==> src/hw/rtl/jsu_pkg.sv <==
// ----------------------------------------------------------------------------
// jsu_pkg
// Shared types, constants and helpers for the JSON string unescaper.
// ----------------------------------------------------------------------------
package jsu_pkg;

  // most bytes one input byte can release
  localparam int BURST_MAX = 5;
  localparam int CNT_W     = $clog2(BURST_MAX + 1);
  localparam int IDX_W     = $clog2(BURST_MAX);

  // descriptor queue between front and back, depth a power of two
  localparam int QDEPTH = 4;
  localparam int QPTR_W = $clog2(QDEPTH);
  localparam int QCNT_W = $clog2(QDEPTH + 1);

  // characters
  localparam logic [7:0] CH_BSLASH = 8'h5C;
  localparam logic [7:0] CH_U      = 8'h75;
  localparam logic [7:0] CH_N      = 8'h6E;
  localparam logic [7:0] CH_T      = 8'h74;
  localparam logic [7:0] CH_R      = 8'h72;
  localparam logic [7:0] CH_B      = 8'h62;
  localparam logic [7:0] CH_F      = 8'h66;

  localparam logic [7:0] CTRL_LF = 8'h0A;
  localparam logic [7:0] CTRL_HT = 8'h09;
  localparam logic [7:0] CTRL_CR = 8'h0D;
  localparam logic [7:0] CTRL_BS = 8'h08;
  localparam logic [7:0] CTRL_FF = 8'h0C;

  // utf-8 limits and marks
  localparam logic [15:0] UTF8_ONE_LIM = 16'h0080;
  localparam logic [15:0] UTF8_TWO_LIM = 16'h0800;
  localparam logic [7:0]  UTF8_LEAD2   = 8'hC0;
  localparam logic [7:0]  UTF8_LEAD3   = 8'hE0;
  localparam logic [7:0]  UTF8_CONT    = 8'h80;

  typedef enum logic [2:0] {
    MODE_PLAIN = 3'd0,
    MODE_ESC   = 3'd1,
    MODE_HEX0  = 3'd2,
    MODE_HEX1  = 3'd3,
    MODE_HEX2  = 3'd4,
    MODE_HEX3  = 3'd5
  } mode_t;

  // bytes released by one input byte
  typedef struct packed {
    logic [BURST_MAX-1:0][7:0] data;
    logic [CNT_W-1:0]          count;
    logic                      last;
  } desc_t;

  // a descriptor with its valid flag, on either side of the queue
  typedef struct packed {
    logic  valid;
    desc_t desc;
  } slot_t;

  // {ok, value} of one hex digit
  function automatic logic [4:0] hex_decode(input logic [7:0] c);
    logic [4:0] r;
    r = 5'd0;
    if (c >= 8'h30 && c <= 8'h39) begin
      r = {1'b1, c[3:0]};
    end else if ((c >= 8'h61 && c <= 8'h66) || (c >= 8'h41 && c <= 8'h46)) begin
      r = {1'b1, c[3:0] + 4'd9};
    end
    return r;
  endfunction

endpackage

==> src/hw/rtl/json_string_unescape_utf8_top.sv <==
// ----------------------------------------------------------------------------
// json_string_unescape_utf8_top
// JSON string body unescaper with UTF-8 output for backslash-u escapes.
// ----------------------------------------------------------------------------
//
// channel  direction  handshake             payload
// -------  ---------  --------------------  -------------------------------
// in       sink       in_valid / in_ready   in_byte, in_last
// out      source     out_valid / out_ready out_byte, run_last, string_end
//
// one request is taken per cycle while the descriptor queue has room; each
// request releases zero to five bytes, sent one byte per cycle while out_ready
// is high; sustained rate is one request per cycle when requests release at
// most one byte and out_ready stays high; longer bursts are bounded by the
// one-byte-per-cycle output register; a released byte goes through the queue
// memory and then the output register; rst is synchronous and clears escape
// state, queue pointers, serialiser index and out_valid; the four-entry queue
// lets the decoder run ahead while the output stalls
module json_string_unescape_utf8_top import jsu_pkg::*; (
  input  logic       clk,
  input  logic       rst,
  input  logic       in_valid,
  output logic       in_ready,
  input  logic [7:0] in_byte,
  input  logic       in_last,
  output logic       out_valid,
  input  logic       out_ready,
  output logic [7:0] out_byte,
  output logic       run_last,
  output logic       string_end
);

  slot_t push;    // decoded burst from the front
  slot_t head;    // oldest burst waiting for the back
  logic  q_full;
  logic  pop;
  logic  accept;

  // requests that release nothing still need a slot check, which keeps
  // in_ready independent of the payload
  assign in_ready = !q_full;
  assign accept   = in_valid && in_ready;

  // front: escape state machine and burst building
  jsu_front u_front (
    .clk     (clk),
    .rst     (rst),
    .accept  (accept),
    .in_byte (in_byte),
    .in_last (in_last),
    .push    (push)
  );

  // queue of bursts
  jsu_queue u_queue (
    .clk  (clk),
    .rst  (rst),
    .push (push),
    .pop  (pop),
    .full (q_full),
    .head (head)
  );

  // back: byte serialiser and output register
  jsu_back u_back (
    .clk        (clk),
    .rst        (rst),
    .head       (head),
    .pop        (pop),
    .out_valid  (out_valid),
    .out_ready  (out_ready),
    .out_byte   (out_byte),
    .run_last   (run_last),
    .string_end (string_end)
  );

endmodule

==> src/hw/rtl/jsu_front.sv <==
// ----------------------------------------------------------------------------
// jsu_front
// Escape decoder: tracks escape state and turns each request into a burst.
// ----------------------------------------------------------------------------
module jsu_front import jsu_pkg::*; (
  input  logic       clk,
  input  logic       rst,
  input  logic       accept,
  input  logic [7:0] in_byte,
  input  logic       in_last,
  output slot_t      push
);

  mode_t       mode, mode_next;
  logic [11:0] acc, acc_next;
  logic [7:0]  held_digits [3];
  logic        held_we;
  logic [1:0]  held;
  logic [4:0]  hex;
  logic        hex_ok;
  logic        bs_start;
  logic [15:0] cp;
  desc_t       desc;

  assign hex         = hex_decode(in_byte);
  assign hex_ok      = hex[4];
  assign held        = 2'(mode - MODE_HEX0);
  assign bs_start    = (in_byte == CH_BSLASH) && !in_last;
  assign cp          = {acc, hex[3:0]};

  // next state
  always_comb begin
    mode_next = mode;
    acc_next  = acc;
    held_we   = 1'b0;
    unique case (mode)
      MODE_ESC: begin
        if (in_byte == CH_U && !in_last) begin
          mode_next = MODE_HEX0;
          acc_next  = 12'd0;
        end else begin
          mode_next = MODE_PLAIN;
        end
      end
      MODE_HEX0, MODE_HEX1, MODE_HEX2, MODE_HEX3: begin
        if (hex_ok && held == 2'd3) begin
          mode_next = MODE_PLAIN;
          acc_next  = 12'd0;
        end else if (hex_ok && !in_last) begin
          mode_next = mode_t'(mode + 3'd1);
          acc_next  = {acc[7:0], hex[3:0]};
          held_we   = 1'b1;
        end else begin
          acc_next  = 12'd0;
          mode_next = bs_start ? MODE_ESC : MODE_PLAIN;
        end
      end
      default: begin
        mode_next = bs_start ? MODE_ESC : MODE_PLAIN;
      end
    endcase
    if (in_last) begin
      mode_next = MODE_PLAIN;
      acc_next  = 12'd0;
    end
  end

  // outputs
  always_comb begin
    desc.data  = '0;
    desc.count = '0;
    desc.last  = in_last;
    unique case (mode)
      MODE_ESC: begin
        desc.count = CNT_W'(1);
        unique case (in_byte)
          CH_N:    desc.data[0] = CTRL_LF;
          CH_T:    desc.data[0] = CTRL_HT;
          CH_R:    desc.data[0] = CTRL_CR;
          CH_B:    desc.data[0] = CTRL_BS;
          CH_F:    desc.data[0] = CTRL_FF;
          CH_U: begin
            desc.data[0] = CH_U;
            desc.count   = in_last ? CNT_W'(1) : CNT_W'(0);
          end
          default: desc.data[0] = in_byte;
        endcase
      end
      MODE_HEX0, MODE_HEX1, MODE_HEX2, MODE_HEX3: begin
        if (hex_ok && held == 2'd3) begin
          if (cp < UTF8_ONE_LIM) begin
            desc.data[0] = cp[7:0];
            desc.count   = CNT_W'(1);
          end else if (cp < UTF8_TWO_LIM) begin
            desc.data[0] = UTF8_LEAD2 | {3'd0, cp[10:6]};
            desc.data[1] = UTF8_CONT | {2'd0, cp[5:0]};
            desc.count   = CNT_W'(2);
          end else begin
            desc.data[0] = UTF8_LEAD3 | {4'd0, cp[15:12]};
            desc.data[1] = UTF8_CONT | {2'd0, cp[11:6]};
            desc.data[2] = UTF8_CONT | {2'd0, cp[5:0]};
            desc.count   = CNT_W'(3);
          end
        end else if (!(hex_ok && !in_last)) begin
          // give up on the escape: 'u', held digits, then the byte itself unless it opens a new escape
          desc.data[0] = CH_U;
          for (int k = 1; k < BURST_MAX - 1; k++) begin
            desc.data[k] = (k <= int'(held)) ? held_digits[k-1] : in_byte;
          end
          desc.data[BURST_MAX-1] = in_byte;
          desc.count = CNT_W'(1) + CNT_W'(held) + CNT_W'(!bs_start);
        end
      end
      default: begin
        desc.data[0] = in_byte;
        desc.count  = bs_start ? CNT_W'(0) : CNT_W'(1);
      end
    endcase
  end

  assign push.valid = accept && (desc.count != '0);
  assign push.desc  = desc;

  always_ff @(posedge clk) begin
    if (rst) begin
      mode <= MODE_PLAIN;
      acc  <= 12'd0;
    end else if (accept) begin
      mode <= mode_next;
      acc  <= acc_next;
    end
  end

  always_ff @(posedge clk) begin
    if (accept && held_we) begin
      held_digits[held] <= in_byte;
    end
  end

endmodule

==> src/hw/rtl/jsu_queue.sv <==
// ----------------------------------------------------------------------------
// jsu_queue
// Short descriptor fifo between the decoder and the serialiser.
// ----------------------------------------------------------------------------
module jsu_queue import jsu_pkg::*; (
  input  logic  clk,
  input  logic  rst,
  input  slot_t push,
  input  logic  pop,
  output logic  full,
  output slot_t head
);

  desc_t             mem [QDEPTH];
  logic [QPTR_W-1:0] wr_ptr, rd_ptr;
  logic [QCNT_W-1:0] count;
  logic              do_push;

  assign full       = (count == QCNT_W'(QDEPTH));
  assign do_push    = push.valid && !full;
  assign head.valid = (count != '0);
  assign head.desc  = mem[rd_ptr];

  always_ff @(posedge clk) begin
    if (do_push) begin
      mem[wr_ptr] <= push.desc;
    end
  end

  always_ff @(posedge clk) begin
    if (rst) begin
      wr_ptr <= '0;
      rd_ptr <= '0;
      count  <= '0;
    end else begin
      if (do_push) begin
        wr_ptr <= wr_ptr + QPTR_W'(1);
      end
      if (pop) begin
        rd_ptr <= rd_ptr + QPTR_W'(1);
      end
      count <= count + QCNT_W'(do_push) - QCNT_W'(pop);
    end
  end

endmodule

==> src/hw/rtl/jsu_back.sv <==
// ----------------------------------------------------------------------------
// jsu_back
// Serialiser: sends the bytes of the head descriptor one per cycle while out_ready is high.
// ----------------------------------------------------------------------------
module jsu_back import jsu_pkg::*; (
  input  logic       clk,
  input  logic       rst,
  input  slot_t      head,
  output logic       pop,
  output logic       out_valid,
  input  logic       out_ready,
  output logic [7:0] out_byte,
  output logic       run_last,
  output logic       string_end
);

  logic [IDX_W-1:0] idx;
  logic             load;
  logic             fin;

  assign load = head.valid && (!out_valid || out_ready);
  assign fin  = (CNT_W'(idx) + CNT_W'(1)) == head.desc.count;
  assign pop  = load && fin;

  always_ff @(posedge clk) begin
    if (rst) begin
      out_valid <= 1'b0;
      idx       <= '0;
    end else begin
      if (load) begin
        out_valid <= 1'b1;
        idx       <= fin ? '0 : idx + IDX_W'(1);
      end else if (out_ready) begin
        out_valid <= 1'b0;
      end
    end
  end

  always_ff @(posedge clk) begin
    if (load) begin
      out_byte   <= head.desc.data[idx];
      run_last   <= fin;
      string_end <= fin && head.desc.last;
    end
  end

endmodule

==> config.mk <==
export PLATFORM = sky130hd
export DESIGN_NAME = json_string_unescape_utf8_top
export DESIGN_NICKNAME = d
export VERILOG_FILES = /design/src/hw/rtl/jsu_pkg.sv /design/src/hw/rtl/json_string_unescape_utf8_top.sv /design/src/hw/rtl/jsu_front.sv /design/src/hw/rtl/jsu_queue.sv /design/src/hw/rtl/jsu_back.sv
export SDC_FILE = /design/constraint.sdc
export NUM_CORES = 1
export LEC_CHECK = 0
export ABC_AREA = 0
export BUFFER_PORTS_ARGS = -buffer_cell sky130_fd_sc_hd__buf_2
export CAP_MARGIN = 40
export CORE_MARGIN = 4
export CORE_UTILIZATION = 35
export DETAILED_ROUTE_END_ITERATION = 16
export SYNTH_ARGS = -nofsm -noshare
export SYNTH_HDL_FRONTEND = slang
export SYNTH_SLANG_ARGS = --single-unit
==> constraint.sdc <==
create_clock -name clk -period 2.73 [get_ports clk]
set_input_delay 0.273 -clock clk [delete_from_list [all_inputs] [get_ports clk]]
set_output_delay 0.273 -clock clk [all_outputs]
set_load 0.005 [all_outputs]
# Yosys cells after proc, flatten, opt, wreduce, memory -nomap -nowiden

Memories as Yosys holds them, arrays and structs flattened. A register that Yosys moved wholly into a read port is not among the register bits.
Cells that the tools add are included.

RAM bits: 200
Output and inout bits: 12
Memories: 2
Bits of input ports: 13
Flip-flop bits (word level): 36

$lt $le $gt $ge: 12
Equality and inequality tests: 16
$add $sub $neg: 10
Reduce and logical (&&, ||, !) cells: 26
Muxes and demuxes: 43

Memories:

| name                | words | bits a word | read ports | clocked after Yosys merged registers in | wr ports | RTL line        | RTL |
|---|---|---|---|---|---|---|---|
| u_queue.mem         | 4     | 44          | 1          | 1                                       | 1        | jsu_queue.sv:14 | `desc_t mem [QDEPTH];` |
| u_front.held_digits | 3     | 8           | 3          | 0                                       | 1        | jsu_front.sv:16 | `logic [7:0] held_digits [3];` |

Operators by type and width:

| cell                   | count |
|---|---|
| $eq A8 B7 Y1 const B   | 7 |
| $mux W12               | 4 |
| $pmux W8 S6            | 1 |
| $mux W43               | 1 |
| $mux W8                | 5 |
| $mux W16               | 2 |
| $mux W32               | 1 |
| $mux W27               | 1 |
| $bmux W8 S3            | 1 |
| $pmux W12 S2           | 1 |
| $pmux W11 S2           | 1 |
| $mux W17               | 1 |
| $ge A8 B7 Y1 const B   | 2 |
| $le A8 B7 Y1 const B   | 2 |
| $lt A16 B12 Y1 const B | 1 |
| $lt A16 B8 Y1 const B  | 1 |
| $mux W3                | 5 |
| $logic_and A1 B1 Y1    | 14 |
| $mux W1                | 12 |
| $mux W11               | 1 |
| $mux W5                | 2 |
| $eq A3 B3 Y1 const B   | 3 |
| $reduce_bool A3 Y1     | 3 |
| $ge A8 B6 Y1 const B   | 1 |
| 23 further kinds       | 34 |

# Logic depth before layout (Yosys ltp)

Depth in word-level cells: 15
Depth in mapped cells: 15
Mapped depth without buffers: 14

# Hierarchy

A second synthesis with hierarchy kept.

Cell total of the unflattened synthesis: 681
Area total of the unflattened synthesis: 10716.5 µm²

By module, submodules not included:

| module                        | area each (µm²) | times used | cells each | seq. area each (µm²) |
|---|---|---|---|---|
| jsu_queue                     | 6865.3          | 1          | 278        | 5465.2 |
| jsu_front                     | 2959.1          | 1          | 327        | 1021.0 |
| jsu_back                      | 882.1           | 1          | 74         | 380.4 |
| json_string_unescape_utf8_top | 10.0            | 1          | 2          | 0.0 |

# Least setup slack after synthesis

Ideal clock, no wire load.

Path type: in2reg
From: in in_byte[1]
To: mem u_queue.mem[0][0] in the netlist's numbering (enable)
Stages on the path: 9
Slack: -0.239 ns
Required time: 2.348 ns
Arrival time: 2.587 ns
Buffers on the path: 1
Library setup time: 0.382 ns
Path through: buf_2 > inv_1 > ha_1 > or3b_1 > nand4_1 > nand3_2 > o221ai_2 > o311a_4 > and2_2

RTL lines:

| element            | RTL line                            | RTL |
|---|---|---|
| start: declaration | json_string_unescape_utf8_top.sv:24 | `input logic [7:0] in_byte,` |
| end: declaration   | jsu_queue.sv:14                     |  |

==> results.cfg <==
[route]
avgViaCountPerCell = 5.30
wl_um = 25600
routed-via-count = 6365
drtIter0Drc = 531
route.antenna.remaining_nets = 0
drc = 0
wire_per_inst_um = 21.4
dr.pass1.iters = 5

[pwr]
switchingPower_mw = 2.58
power.density_nw_per_um2 = 794
combinationalPowerShare_pct = 20.8
leakagePower_nw = 4.52
cellInternalPower_mw = 7.66
pwr-share-seq_pct = 44.0
power_frac_clock_pct = 35.2
swShare_pct = 25.2
ir_worst_vdd_v = 0.000455
power_mw = 10.2

[timing]
holdWs_ns = 0.166
final.setup_skew_ns = 0.0136
tightest_slew_ns = 0.656
relSlewSlack_pct = 56.2
fin_crit_sh_pct = 96.2
hold_viol = 0
max_freq_mhz = 381
tns_ns = 0
fin_crit_ns = 2.63
slew_viol_final = 0
setup_viol = 0

[floorplanning]
io_pins = 25
placeableCoreArea_um2 = 29800
num_rows = 63
start_util_pct = 35.7
die_x_um = 182
dieHeight_um = 182
die_area_um2 = 33300

[setup_path]
crit_fanout = 4
regToRegSetupSlack_ns = 0.10
endpoint = u_queue.count[1]
r2r_cells = 8
start_kind = flip-flop
r2r-end = u_queue.count[1]
crit_arrival_ns = 3.03
critPathCaptureType = flip-flop
critPathKind = flip-flop to flip-flop
critPathRequiredTime_ns = 3.14

[synth]
yosys_most_used_dff = edfxtp_1
synth_warnings = 0
synth-seq-area-share_pct = 64.5
synth_fp_nets = 713
synth.distinct_cells = 72
async_flop_share_pct = 0
synth-seq-cells = 238
synth_area_um2 = 10600
synth_edf_count = 210
syn-mean-instance-area_um2 = 15.6
synthCells = 681

[place]
io_buffers = 24
place.gp.congestion = 0.925
hpwl_um = 18000

[cells_and_area]
drive_above_1_share_pct = 31.6
post-route-util_pct = 43.3
finalNetCount = 826
antenna_cells = 0
final_cell_mix = edfxtp_1, buf_4, nor2_1
area_delta_synth_final_pct = 21.1
layout_commonest_cell = edfxtp_1

[global_route]
grtUsageTotal_pct = 15.5
grt_overflow = 0
grt_max_degree = 42
grt_antenna_before_repair = 0
grt_pass1_vias = 6518
grt_pass1_wl_um = 40000

[run_status]
outcome = finished clean

[min_path]
hp-class = input pin to flip-flop

[clock_tree]
cts_buffer_depth = 3
cts.sinks = 238
cts_tree = done
htree_levels = 1
root_buffer = clkbuf_16
clkTransAtPathRegs_ns = 0.06
cts_buffers = 27
clock_latency_ns = 0.54

[flow_run]
drv_cap = 0
cell usage after synthesis (3+ instances only):
library cell	instances	area (um^2)
mux4_2	52	1170
a221o_1	3	30.0
mux2i_1	20	200
ha_1	18	225
and2_1	7	43.8
and3_1	4	25.0
buf_4	8	60.1
or3b_1	3	26.3
a22oi_1	13	97.6
clkbuf_1	14	52.6
inv_1	35	131
mux2_2	3	33.8
a221oi_1	5	43.8
dfxtp_1	28	561
o22ai_1	10	62.6
xor2_1	3	26.3
buf_2	15	75.1
o21ai_0	10	50.1
xnor2_1	8	70.1
nand2b_1	8	50.1
buf_1	3	11.3
a31oi_1	8	50.1
nor2_1	60	225
and2_2	5	37.5
nand3_1	9	45.0
a211oi_1	13	97.6
a21oi_1	22	110
nor4_1	4	25.0
nor2b_1	3	18.8
nor3_1	6	30.0
o21bai_1	3	22.5
edfxtp_1	210	6310
nand2_1	19	71.3
routing by layer:
metal | routed length, um | track usage [%] | share of wire (%)
met5 | 0 | 0 | 0
met1 | 11300 | 21.9 | 44
met4 | 585 | 4.14 | 2.3
met2 | 12400 | 25.1 | 49
met3 | 1300 | 2.45 | 5.0
through the flow:
stage / std cells / setup slack [ns] / area (um^2)
global placement: 1151 / -0.144 / 12000
finish: 1200 / 0.103 / 12900
detailed placement: 1151 / -0.196 / 12000
global route: 1200 / -0.0104 / 12900
CTS: 1197 / 0.0164 / 12900
floorplan: 681 / -0.107 / 10700
critical path: stages (launching register included):
cell     delay (ns)
dfxtp_4        0.38
mux4_2         0.54
xnor2_2        0.19
nor4_4         0.33
ha_1           0.28
inv_1          0.10
ha_4           0.14
fa_2           0.41
nor2b_1        0.13
kinds of logic (layout without fill, tap and decap cells):
kind of cell	Yosys count	count (layout)	synth area share [%]
xor gates and xnor gates	11	11	0.906
adders and majority gates	19	19	2.30
and+or+nand+nor	148	148	7.81
AOI/OAI and AO/OA	114	114	8.00
DFF	238	238	64.5
muxes	76	76	13.3
buffers and inverters	75	204	3.10
timing repair:
action	in CTS	in global routing
hold buffers	1	0
endpoints found under the hold margin	1	0
buffers inserted	0	3
endpoints found under the setup margin	0	6
gates resized for setup	0	3
final cells by class:
class                   count  area [um^2]
clock buffers              34          712
repair buffers            124         1010
inverters                  35          144
multi-input cells         368         3490
well taps                 390          488
flip-flops and latches    238         6870
clock inverters            11          169
fillers                  2673        16900
worst min path at each step:
stage | endpoint | slack [ns] | cells after the start | startpoint
after floorplan | u_front.held_digits[0][0] | 0.37 | 0 | in_byte[0]
after global placement | u_back.out_valid | 0.46 | 2 | u_back.out_valid
after detailed placement | u_back.out_valid | 0.47 | 2 | u_back.out_valid
after CTS | u_front.held_digits[2][6] | 0.16 | 2 | in_byte[6]
after global routing | u_front.held_digits[2][6] | 0.16 | 2 | in_byte[6]
final | u_front.held_digits[2][6] | 0.17 | 2 | in_byte[6]
state kept, by name, summed over array words and instances, names as in the netlist, named ones only:
name / cells
u_back.run_last: 1
u_queue.count: 3
u_queue.wr_ptr: 2
u_front.held_digits: 24
u_front.mode: 3
u_queue.rd_ptr: 2
u_queue.mem: 176
u_back.out_valid: 1
u_back.idx: 3
u_front.acc: 12
u_back.out_byte: 8
u_back.string_end: 1
power groups by stage:
stage               Sequential, mW  Clock (mW)  Combinational, mW
detailed placement            4.59           0               2.15
global placement              4.58           0               2.15
CTS                           4.52        3.69               2.17
global route                  4.54        3.86               2.36
floorplan                     4.55           0               1.47
finish                        4.51        3.60               2.13
(Power assumes the default switching activity.)
